### config.mk
export PLATFORM = sky130hd
export DESIGN_NAME = indexed_insert_erase_list_flat
export DESIGN_NICKNAME = d
export VERILOG_FILES = /design/src/ilist_pkg.sv /design/src/ilist_req_if.sv /design/src/ilist_rsp_if.sv /design/src/indexed_insert_erase_list.sv /design/src/ilist_cell.sv /design/src/flat_wrapper.sv
export SDC_FILE = /design/constraint.sdc
export NUM_CORES = 2
export LEC_CHECK = 0
export BUFFER_PORTS_ARGS = -buffer_cell sky130_fd_sc_hd__buf_2
export CAP_MARGIN = 20
export CORE_AREA = 3 3 344 346
export CTS_CLUSTER_SIZE = 10
export DETAILED_ROUTE_END_ITERATION = 12
export DIE_AREA = 0 0 347 349
export PLACE_DENSITY = 0.7
export SLEW_MARGIN = 20
export SYNTH_ARGS = -nofsm -noshare
export SYNTH_HDL_FRONTEND = slang
export SYNTH_SLANG_ARGS = --single-unit
### constraint.sdc
create_clock -name clk -period 19 [get_ports clk]
set_input_delay 1.9 -clock clk [delete_from_list [all_inputs] [get_ports clk]]
set_output_delay 1.9 -clock clk [all_outputs]
set_load 0.02 [all_outputs]
### src/ilist_pkg.sv
// Shared types, codes and widths for the indexed insert/erase list.
package ilist_pkg;

  localparam int DEPTH_DEF = 16;
  localparam int WORD_W    = 32;
  localparam int POS_W     = 5;
  localparam int FILL_W    = 5;
  localparam int OP_W      = 2;
  localparam int ST_W      = 2;

  typedef enum logic [OP_W-1:0] {
    OP_PUSH   = 2'd0,
    OP_POP    = 2'd1,
    OP_INSERT = 2'd2,
    OP_ERASE  = 2'd3
  } ilist_op_t;

  typedef enum logic [ST_W-1:0] {
    ST_OK    = 2'd0,
    ST_EMPTY = 2'd1,
    ST_FULL  = 2'd2,
    ST_RANGE = 2'd3
  } ilist_status_t;

  // Broadcast to every cell; op flags are set only for a request that succeeds.
  typedef struct packed {
    logic go;
    logic push;
    logic pop;
    logic ins;
    logic era;
  } ilist_cmd_t;

endpackage

### src/ilist_req_if.sv
// Request channel: operation, position and word with valid/ready.
interface ilist_req_if;
  logic                                     valid;
  logic                                     ready;
  logic [ilist_pkg::OP_W-1:0]               operation;
  logic [ilist_pkg::POS_W-1:0]              position;
  logic signed [ilist_pkg::WORD_W-1:0]      word_in;

  modport source (output valid, operation, position, word_in, input ready);
  modport sink   (input valid, operation, position, word_in, output ready);
endinterface

### src/ilist_rsp_if.sv
// Result channel: removed word, fill count and status with valid/ready.
interface ilist_rsp_if;
  logic                                     valid;
  logic                                     ready;
  logic signed [ilist_pkg::WORD_W-1:0]      word_out;
  logic [ilist_pkg::FILL_W-1:0]             fill_count;
  logic [ilist_pkg::ST_W-1:0]               status;

  modport source (output valid, word_out, fill_count, status, input ready);
  modport sink   (input valid, word_out, fill_count, status, output ready);
endinterface

### src/indexed_insert_erase_list.sv
// Top level: bounded ordered list built as a chain of slot cells.
//
//   channel | dir | handshake           | payload
//   --------+-----+---------------------+-------------------------------------
//   in_ch   | in  | valid/ready         | operation, position, word_in
//   out_ch  | out | valid/ready         | word_out, fill_count, status
//
// For each request, the accept edge updates every cell at once
// (shift up, shift down, load or hold) and latches the removed word in its
// cell; the next edge ORs the cell taps into the output register.
// One request is in flight at a time; a new one is taken in the cycle its
// predecessor's result is taken. Output stalls hold the result register.
// Synchronous active-low reset clears the count and handshake state; slot
// contents are not reset and are only read below the count.
module indexed_insert_erase_list #(
  parameter int DEPTH = ilist_pkg::DEPTH_DEF
) (
  input  logic         clk,
  input  logic         rst_n,
  ilist_req_if.sink    in_ch,
  ilist_rsp_if.source  out_ch
);

  localparam int CW   = $clog2(DEPTH+1);
  localparam int CMPW = ((CW > ilist_pkg::POS_W) ? CW : ilist_pkg::POS_W) + 1;

  // handshake / pipeline control
  logic                          pend_r;        // cells updated, taps awaiting collection
  logic                          out_valid_r;
  logic                          fire;

  // list state
  logic [CW-1:0]                 count_r, count_nxt;

  // result registers
  ilist_pkg::ilist_status_t      pend_status_r, status_nxt;
  logic [ilist_pkg::WORD_W-1:0]  out_word_r;
  logic [ilist_pkg::FILL_W-1:0]  out_fill_r;
  ilist_pkg::ilist_status_t      out_status_r;

  ilist_pkg::ilist_op_t          op;
  ilist_pkg::ilist_cmd_t         cmd;
  logic [CMPW-1:0]               pos_x, cnt_x, dep_x;

  // chain wiring
  logic [ilist_pkg::WORD_W-1:0]  cell_word [DEPTH];
  logic [ilist_pkg::WORD_W-1:0]  cell_tap  [DEPTH];
  logic [ilist_pkg::WORD_W-1:0]  tap_or;

  // no request is taken while reset is held
  assign in_ch.ready = rst_n && !pend_r && (!out_valid_r || out_ch.ready);
  assign fire        = in_ch.valid && in_ch.ready;

  assign op    = ilist_pkg::ilist_op_t'(in_ch.operation);
  assign pos_x = CMPW'(in_ch.position);
  assign cnt_x = CMPW'(count_r);
  assign dep_x = CMPW'(DEPTH);

  // Decide the outcome; the index check on insert comes before the full check.
  always_comb begin
    status_nxt = ilist_pkg::ST_OK;
    count_nxt  = count_r;
    unique case (op)
      ilist_pkg::OP_PUSH: begin
        if (cnt_x >= dep_x) status_nxt = ilist_pkg::ST_FULL;
        else                count_nxt  = count_r + CW'(1);
      end
      ilist_pkg::OP_POP: begin
        if (count_r == '0) status_nxt = ilist_pkg::ST_EMPTY;
        else               count_nxt  = count_r - CW'(1);
      end
      ilist_pkg::OP_INSERT: begin
        if (pos_x > cnt_x)       status_nxt = ilist_pkg::ST_RANGE;
        else if (cnt_x >= dep_x) status_nxt = ilist_pkg::ST_FULL;
        else                     count_nxt  = count_r + CW'(1);
      end
      ilist_pkg::OP_ERASE: begin
        if (pos_x >= cnt_x) status_nxt = ilist_pkg::ST_RANGE;
        else                count_nxt  = count_r - CW'(1);
      end
      default: begin
        status_nxt = ilist_pkg::ST_OK;
      end
    endcase
  end

  // Broadcast command; a failed request only clears the taps.
  always_comb begin
    cmd      = '0;
    cmd.go   = fire;
    if (fire && (status_nxt == ilist_pkg::ST_OK)) begin
      cmd.push = (op == ilist_pkg::OP_PUSH);
      cmd.pop  = (op == ilist_pkg::OP_POP);
      cmd.ins  = (op == ilist_pkg::OP_INSERT);
      cmd.era  = (op == ilist_pkg::OP_ERASE);
    end
  end

  // Row of cells; left of cell i is cell i-1 or word_in, right is cell i+1 or zero.
  for (genvar i = 0; i < DEPTH; i++) begin : g_cell
    logic [ilist_pkg::WORD_W-1:0] left_w, right_w;
    if (i == 0) begin : g_first
      assign left_w = in_ch.word_in;
    end else begin : g_mid_l
      assign left_w = cell_word[i-1];
    end
    if (i == DEPTH-1) begin : g_last
      assign right_w = '0;
    end else begin : g_mid_r
      assign right_w = cell_word[i+1];
    end
    ilist_cell #(
      .DEPTH (DEPTH),
      .IDX   (i)
    ) u_cell (
      .clk     (clk),
      .cmd     (cmd),
      .count   (count_r),
      .pos     (in_ch.position),
      .word_in (in_ch.word_in),
      .left    (left_w),
      .right   (right_w),
      .word    (cell_word[i]),
      .tap     (cell_tap[i])
    );
  end

  // At most one tap is nonzero: collect the removed word.
  always_comb begin
    tap_or = '0;
    for (int k = 0; k < DEPTH; k++) begin
      tap_or = tap_or | cell_tap[k];
    end
  end

  always_ff @(posedge clk) begin
    if (!rst_n) begin
      pend_r      <= 1'b0;
      out_valid_r <= 1'b0;
      count_r     <= '0;
    end else begin
      if (fire) begin
        count_r       <= count_nxt;
        pend_status_r <= status_nxt;
      end
      if (pend_r) begin
        out_word_r   <= tap_or;
        out_fill_r   <= ilist_pkg::FILL_W'(count_r);
        out_status_r <= pend_status_r;
        out_valid_r  <= 1'b1;
      end else if (out_ch.ready) begin
        out_valid_r  <= 1'b0;
      end
      pend_r <= fire;
    end
  end

  assign out_ch.valid      = out_valid_r;
  assign out_ch.word_out   = out_word_r;
  assign out_ch.fill_count = out_fill_r;
  assign out_ch.status     = out_status_r;

endmodule

### src/ilist_cell.sv
// One list slot: holds a word, loads, shifts from a neighbor or taps it out.
module ilist_cell #(
  parameter int DEPTH = ilist_pkg::DEPTH_DEF,
  parameter int IDX   = 0
) (
  input  logic                              clk,
  input  ilist_pkg::ilist_cmd_t             cmd,
  input  logic [$clog2(DEPTH+1)-1:0]        count,
  input  logic [ilist_pkg::POS_W-1:0]       pos,
  input  logic [ilist_pkg::WORD_W-1:0]      word_in,
  input  logic [ilist_pkg::WORD_W-1:0]      left,
  input  logic [ilist_pkg::WORD_W-1:0]      right,
  output logic [ilist_pkg::WORD_W-1:0]      word,
  output logic [ilist_pkg::WORD_W-1:0]      tap
);

  localparam int CW   = $clog2(DEPTH+1);
  localparam int CMPW = ((CW > ilist_pkg::POS_W) ? CW : ilist_pkg::POS_W) + 1;

  logic [ilist_pkg::WORD_W-1:0] word_r, word_nxt;
  logic [ilist_pkg::WORD_W-1:0] tap_r;
  logic [CMPW-1:0]              idx, c, p;
  logic                         sel;

  assign idx = CMPW'(IDX);
  assign c   = CMPW'(count);
  assign p   = CMPW'(pos);

  always_comb begin
    word_nxt = word_r;
    sel      = 1'b0;
    if (cmd.push && (idx == c)) begin
      word_nxt = word_in;
    end
    if (cmd.pop && (idx == c - CMPW'(1))) begin
      sel = 1'b1;
    end
    if (cmd.ins) begin
      if (idx == p) begin
        word_nxt = word_in;
      end else if ((idx > p) && (idx <= c)) begin
        word_nxt = left;
      end
    end
    if (cmd.era) begin
      if (idx == p) begin
        sel = 1'b1;
      end
      if ((idx >= p) && (idx + CMPW'(1) < c)) begin
        word_nxt = right;
      end
    end
  end

  always_ff @(posedge clk) begin
    word_r <= word_nxt;
    if (cmd.go) begin
      tap_r <= sel ? word_r : '0;
    end
  end

  assign word = word_r;
  assign tap  = tap_r;

endmodule
### src/flat_wrapper.sv
// flat-port wrapper written by rule: the top's interface ports become plain ports
module indexed_insert_erase_list_flat 
#(
  parameter int DEPTH = ilist_pkg::DEPTH_DEF
)
  (clk, rst_n, in_ch_valid, in_ch_operation, in_ch_position, in_ch_word_in, in_ch_ready, out_ch_valid, out_ch_word_out, out_ch_fill_count, out_ch_status, out_ch_ready);
  ilist_req_if in_ch_i ();
  ilist_rsp_if out_ch_i ();
  input  logic clk;
  input  logic rst_n;
  input wire logic [$bits(in_ch_i.valid)-1:0] in_ch_valid;
  input wire logic [$bits(in_ch_i.operation)-1:0] in_ch_operation;
  input wire logic [$bits(in_ch_i.position)-1:0] in_ch_position;
  input wire logic [$bits(in_ch_i.word_in)-1:0] in_ch_word_in;
  output wire logic [$bits(in_ch_i.ready)-1:0] in_ch_ready;
  output wire logic [$bits(out_ch_i.valid)-1:0] out_ch_valid;
  output wire logic [$bits(out_ch_i.word_out)-1:0] out_ch_word_out;
  output wire logic [$bits(out_ch_i.fill_count)-1:0] out_ch_fill_count;
  output wire logic [$bits(out_ch_i.status)-1:0] out_ch_status;
  input wire logic [$bits(out_ch_i.ready)-1:0] out_ch_ready;
  assign in_ch_i.valid = in_ch_valid;
  assign in_ch_i.operation = in_ch_operation;
  assign in_ch_i.position = in_ch_position;
  assign in_ch_i.word_in = in_ch_word_in;
  assign in_ch_ready = in_ch_i.ready;
  assign out_ch_valid = out_ch_i.valid;
  assign out_ch_word_out = out_ch_i.word_out;
  assign out_ch_fill_count = out_ch_i.fill_count;
  assign out_ch_status = out_ch_i.status;
  assign out_ch_i.ready = out_ch_ready;
  indexed_insert_erase_list #(.DEPTH(DEPTH)) u_core (.clk(clk), .rst_n(rst_n), .in_ch(in_ch_i), .out_ch(out_ch_i));
endmodule
**After elaboration in Yosys (flattened, before gate mapping)**

Cells that the tools add are included.

- Add/sub/neg operators: 3
- Magnitude comparators: 67
- Eq/ne operators: 51
- Multiplexer cells: 157
- Bitwise gates (word level): 15
- Reduce and logical (&&, ||, !) cells: 81

Operator list:

| operator | count |
|---|---|
| $mux W32 | 96 |
| $or A32 B32 Y32 | 15 |
| $eq A4 B5 Y1 const A | 16 |
| $logic_and A1 B1 Y1 | 68 |
| $mux W1 | 51 |
| $eq A4 B6 Y1 const A | 8 |
| $eq A3 B5 Y1 const A | 8 |
| $ge A4 B5 Y1 const A | 8 |
| $gt A4 B5 Y1 const A | 8 |
| $le A4 B5 Y1 const A | 8 |
| $lt A4 B5 Y1 const A | 8 |
| $eq A3 B6 Y1 const A | 4 |
| $eq A2 B5 Y1 const A | 4 |
| $ge A3 B5 Y1 const A | 4 |
| $gt A3 B5 Y1 const A | 4 |
| $le A3 B5 Y1 const A | 4 |
| $lt A3 B5 Y1 const A | 4 |
| $mux W5 | 4 |
| $pmux W5 S4 | 1 |
| $logic_not A6 Y1 | 3 |
| $eq A2 B6 Y1 const A | 2 |
| $eq A1 B5 Y1 const A | 2 |
| $ge A1 B5 Y1 const A | 2 |
| $ge A2 B5 Y1 const A | 2 |
| 27 further kinds | 40 |

- Flip-flop bits (word level): 1,072
- Input bits: 43
- Output and inout port bits: 41
- Word-level logic and storage cells: 413

**Longest topological paths before layout**

- Depth after elaboration: 15
- Depth in mapped cells: 13
- Depth with buffers taken out: 8

**Cells and area by module**

Synthesis repeated with hierarchy kept, for this count alone.

- Cell total of the unflattened synthesis: 6,290
- Area total of the unflattened synthesis: 62,535.0 um^2

By module, submodules not included:

| module | instances | cells each | area an instance (um^2) |
|---|---|---|---|
| ilist_cell (u_core.g_cell[14].u_cell) | 1 | 563 | 5,031.1 |
| ilist_cell (u_core.g_cell[8].u_cell) | 1 | 605 | 4,758.3 |
| ilist_cell (u_core.g_cell[12].u_cell) | 1 | 422 | 4,219.0 |
| ilist_cell (u_core.g_cell[1].u_cell) | 1 | 375 | 4,027.6 |
| ilist_cell (u_core.g_cell[11].u_cell) | 1 | 345 | 3,808.7 |
| ilist_cell (u_core.g_cell[4].u_cell) | 1 | 386 | 3,791.1 |
| ilist_cell (u_core.g_cell[7].u_cell) | 1 | 384 | 3,716.1 |
| ilist_cell (u_core.g_cell[6].u_cell) | 1 | 333 | 3,617.2 |
| ilist_cell (u_core.g_cell[0].u_cell) | 1 | 349 | 3,573.4 |
| ilist_cell (u_core.g_cell[9].u_cell) | 1 | 333 | 3,537.1 |
| ilist_cell (u_core.g_cell[2].u_cell) | 1 | 341 | 3,425.8 |
| ilist_cell (u_core.g_cell[15].u_cell) | 1 | 340 | 3,390.8 |
| ilist_cell (u_core.g_cell[10].u_cell) | 1 | 317 | 3,375.7 |
| ilist_cell (u_core.g_cell[5].u_cell) | 1 | 314 | 3,208.1 |
| 3 more rows | n/a | n/a | n/a |

**Least setup slack after synthesis**

No wires, ideal clock.

- Path kind: input to register
- From: input rst_n
- To: register u_core.count_r[4]
- Library setup time: 0.064 ns
- Data arrival time: 19.212 ns
- Required time: 18.936 ns
- Slack: -0.277 ns
- Stages: 7
- Cell sequence: buf_4 -> and2b_4 -> and3_1 -> clkbuf_1 -> nand3_1 -> a41oi_1 -> o221a_2

- Longest elaborated chain between the ends: 4

Ends and longest elaborated chain:

| element | line | source |
|---|---|---|
| start: declaration | flat_wrapper.sv:10 | `input logic rst_n;` |
| $logic_and A1 B1 Y1 (2 in a row) | indexed_insert_erase_list.sv:51 | `assign in_ch.ready = rst_n && !pend_r && (!out_valid_r \|\| out_ch.ready);` |
| $logic_and A1 B1 Y1 | indexed_insert_erase_list.sv:52 | `assign fire = in_ch.valid && in_ch.ready;` |
| net u_core.fire | indexed_insert_erase_list.sv:30 | `logic fire;` |
| $reduce_and A4 Y1 (no source line) | n/a |  |
| end signal: assignment | indexed_insert_erase_list.sv:143 | `count_r <= count_nxt;` |
| end: declaration | indexed_insert_erase_list.sv:33 | `logic [CW-1:0] count_r, count_nxt;` |

The timed path passes the listed nets, and every way through them passes these cells.
A chain may end at the register's enable or synchronous reset.

**Worst setup path in the final report**

- From: input in_ch_position[4]
- To: register u_core.g_cell[6].u_cell.tap_r, in the netlist u_core.g_cell[6].u_cell.tap[20] (data pin)

- Longest elaborated chain between the ends: 10

Ends and longest elaborated chain:

| element | line | source |
|---|---|---|
| start: declaration | flat_wrapper.sv:13 | `input wire logic [$bits(in_ch_i.position)-1:0] in_ch_position;` |
| $ge A5 B5 Y1 / $gt A5 B5 Y1 (equally long branches) | indexed_insert_erase_list.sv:78, indexed_insert_erase_list.sv:73 |  |
| $mux W2, on equally long branches | indexed_insert_erase_list.sv:78, indexed_insert_erase_list.sv:73 |  |
| $pmux W2 S4 | indexed_insert_erase_list.sv:63 | `unique case (op)` |
| $logic_not A2 Y1 | indexed_insert_erase_list.sv:91 | `if (fire && (status_nxt == ilist_pkg::ST_OK)) begin` |
| $logic_and A1 B1 Y1 | indexed_insert_erase_list.sv:91 |  |
| $mux W4 | indexed_insert_erase_list.sv:91 |  |
| $logic_and A1 B1 Y1 | ilist_cell.sv:35 | `if (cmd.pop && (idx == c - CMPW'(1))) begin` |
| $mux W1 | ilist_cell.sv:35 |  |
| $mux W1 | ilist_cell.sv:46 | `if (idx == p) begin` |
| $mux W1 (*) | ilist_cell.sv:45 | `if (cmd.era) begin` |
| end signal: assignment | ilist_cell.sv:58 | `tap_r <= sel ? word_r : '0;` |
| end: declaration | ilist_cell.sv:21 | `logic [ilist_pkg::WORD_W-1:0] tap_r;` |

Every way passes the cells marked *; elsewhere a longest branch is shown, timed or not.

==> reports/results.ini <==
[clocking]
cts_resized=0
clockBufferDepth=3
h-tree-depth=3
cts_tree=built
root_buffer=clkbuf_16
cts_buffers=120
clk_pin_slew_ns=0.05
cts_setup_buffers=0
clkLatencyLatePin_ns=0.74
cts.sink_count=1072
cts.hold.buffers_added=0

[drt]
firstDrtPassIters=6
drt-initial-drc-count=5909
post_drt_wl_per_cell_um=30.5
drc=0
viasPerCell=6.72
vias=41765
ant_nets=0
wl_um=190000

[outcome]
status=completed

[timing]
timing.final.crit_share_pct=31.1
finClkSkew_ns=0.0350
drv_slew=0
setup_viol=0
relSlewSlack_pct=3.25
timing.fmax_mhz=170
worstMarginPinSlew_ns=1.45
period_needed_ns=5.90
grt_setup_unrepaired=no
setup-tns-final_ns=0
final_hold_viol_count=0

[setup_path]
required_ns=19.57
slowest_stage=nor2_2
crit_buf_inv=2
crit_type=primary input to register
cp-start-kind=primary input
end_kind=register
max_stage_delay_ns=1.30
path_cells=buf_2, ha_1, a21oi_1, o21ai_1, o221ai_1, nand4_1, nor2_2, buf_4, and2_1
crit_fanout=23
crit_family=simple AND/OR/NAND/NOR gates
worstPathArrival_ns=6.47

[yosys]
syn_inst=4745
seq_area_frac_synth_pct=52.2
synth.avg_cell_area_um2=10.9
syn_area_um2=51700
ys_types=85
yosys_warnings=0
synthFlopType=edfxtp_1
synth_edf_count=553
synthArstFlopShare_pct=0
synth-seq-cells=1072
syn_nets=4799

[placed_design]
portBuffers=83
postPlaceCellArea_um2=53500
gp_congestion=0.918
dp_hpwl_um=104000
place_inst=5977

[finish]
num-fill-cells=10305
drive_above_1_share_pct=11.2
nNetsFinal=4629
layout.cells.non_filler=6215
stdcell_area_um2=57100
final_util_pct=49.3
area_delta_synth_final_pct=10.3

[pwr]
peakVddDrop_mv=0.0804
power_leakage_nw=20.6
powerDensity_nw_per_um2=93.9

[die]
fp.dieW_um=347
core_um2=116000
die_height_um=349
ioPinCount=84
fp-row-count=125
dieArea_um2=121000
initial_utilization_pct=44.7

[job]
drv_cap=0

[grt]
grt_pass1_vias=39277
grt-ovfl-total=0
grt_max_degree=172
antenna_found_initial=15
track_usage_pct=30.2
grt_first_pass_wirelength_um=271000

[hold_path]
worstHoldPathType=register to register

## placed cells by master, fill, tap and decap left out, types with 9 or more instances in the layout
cell	instances
a22oi_1	257
clkbuf_1	93
ha_1	11
mux2_2	94
nand4_1	39
o221ai_1	259
mux2i_1	500
buf_4	109
buf_2	83
o21a_1	195
and3_1	28
a211o_1	15
o22ai_1	63
nand2_1	333
diode_2	9
clkbuf_16	121
nor2_1	117
a22o_1	79
a2bb2oi_1	32
and2_1	547
nand3_1	26
nor4_1	129
a211oi_1	33
o21ai_1	36
edfxtp_1	553
o21ai_0	87
nor2_4	15
a32oi_1	9
a21oi_1	61
a31oi_1	68
dfxtp_1	519
## registers in the layout (all words and copies together), names as in the netlist
name and cells:
u_core.g_cell.u_cell.tap 512, u_core.g_cell.u_cell.word 512, u_core.out_ch.word_out 32, u_core.count_r 5
u_core.out_ch.fill_count 5, u_core.out_ch.status 2, u_core.pend_status_r 2, u_core.out_ch.valid 1
u_core.pend_r 1
## stage by stage
step	total power, mW	hold WS (ns)	worst slack, ns
2_1_floorplan	3.09	0.400	8.45
3_3_place_gp	3.20	0.411	12.71
3_5_place_dp	3.22	0.409	12.55
4_1_cts	5.35	0.422	13.31
5_1_grt	5.52	0.439	13.02
6_report	5.36	0.420	13.10
## path summary, 6_finish.rpt
check | end | depth (start not counted) | from | slack, ns
worst max-delay path | u_core.g_cell[6].u_cell.tap[20] | 9 | in_ch_position[4] | 13.10
worst min-delay path | u_core.out_ch.status[1] | 0 | u_core.pend_status_r[1] | 0.42
worst min register to register | u_core.out_ch.status[1] | 0 | u_core.pend_status_r[1] | 0.42
worst max register to register | u_core.g_cell[14].u_cell.word[1] | 10 | u_core.count_r[3] | 13.54
## per-layer routing
layer	vias up	global-route usage (%)	routed length, µm	part of all wire, %
li1	17689	-	-	-
met1	20205	38.4	70800	37
met2	3070	44.8	80500	42
met3	797	9.29	24600	13
met4	4	19.1	13800	7.3
met5	-	0.160	31	0.016
## final cells by class
cell class | count | area [µm²] | share of cell area [%]
flip-flops and latches | 1072 | 27000 | 47.3
multi-input cells | 3175 | 23200 | 40.7
clock buffers | 222 | 3490 | 6.11
clock inverters | 7 | 93.8 | 0.164
repair buffers | 196 | 1300 | 2.28
inverters | 10 | 37.5 | 0.0658
diodes | 9 | 22.5 | 0.0395
well taps | 1524 | 1910 | 3.34
## cells in the mapped netlist, types with 7 or more instances
| cell type | n | area [µm²] |
|---|---|---|
| edfxtp_1 | 553 | 16600 |
| and2_1 | 548 | 3430 |
| dfxtp_1 | 519 | 10400 |
| mux2i_1 | 500 | 5000 |
| clkbuf_1 | 370 | 1390 |
| nand2_1 | 337 | 1260 |
| o221ai_1 | 261 | 2290 |
| a22oi_1 | 257 | 1930 |
| o21a_1 | 195 | 1460 |
| nor2_1 | 136 | 510 |
| nor4_1 | 129 | 807 |
| mux2_2 | 94 | 1060 |
| o21ai_0 | 91 | 455 |
| buf_2 | 85 | 425 |
| a22o_1 | 79 | 692 |
| a31oi_1 | 71 | 444 |
| o22ai_1 | 65 | 407 |
| a21oi_1 | 63 | 315 |
| nand4_1 | 39 | 244 |
| o21ai_1 | 37 | 185 |
| a211oi_1 | 35 | 263 |
| a2bb2oi_1 | 32 | 280 |
| and3_1 | 30 | 188 |
| nand3_1 | 29 | 145 |
| buf_1 | 17 | 63.8 |
| a211o_1 | 15 | 131 |
| nor3_1 | 15 | 75.1 |
| ha_1 | 11 | 138 |
| buf_6 | 10 | 113 |
| a32oi_1 | 9 | 78.8 |
| inv_1 | 8 | 30.0 |
| or3_1 | 7 | 43.8 |
## power by group
group	total (mW)	internal, mW	switching, mW
sequential	2.75	2.60	0.144
clock	2.17	1.22	0.947
combinational	0.444	0.194	0.251
## cells by family after synthesis
logic type	count (synthesis)	synth area share, %
compound gates	1245	17.9
fa+ha+maj	11	0.266
buf+inv	498	4.00
flops	1072	52.2
mux	596	11.8
simple gates	1323	13.9
(Power assumes the default switching activity.)
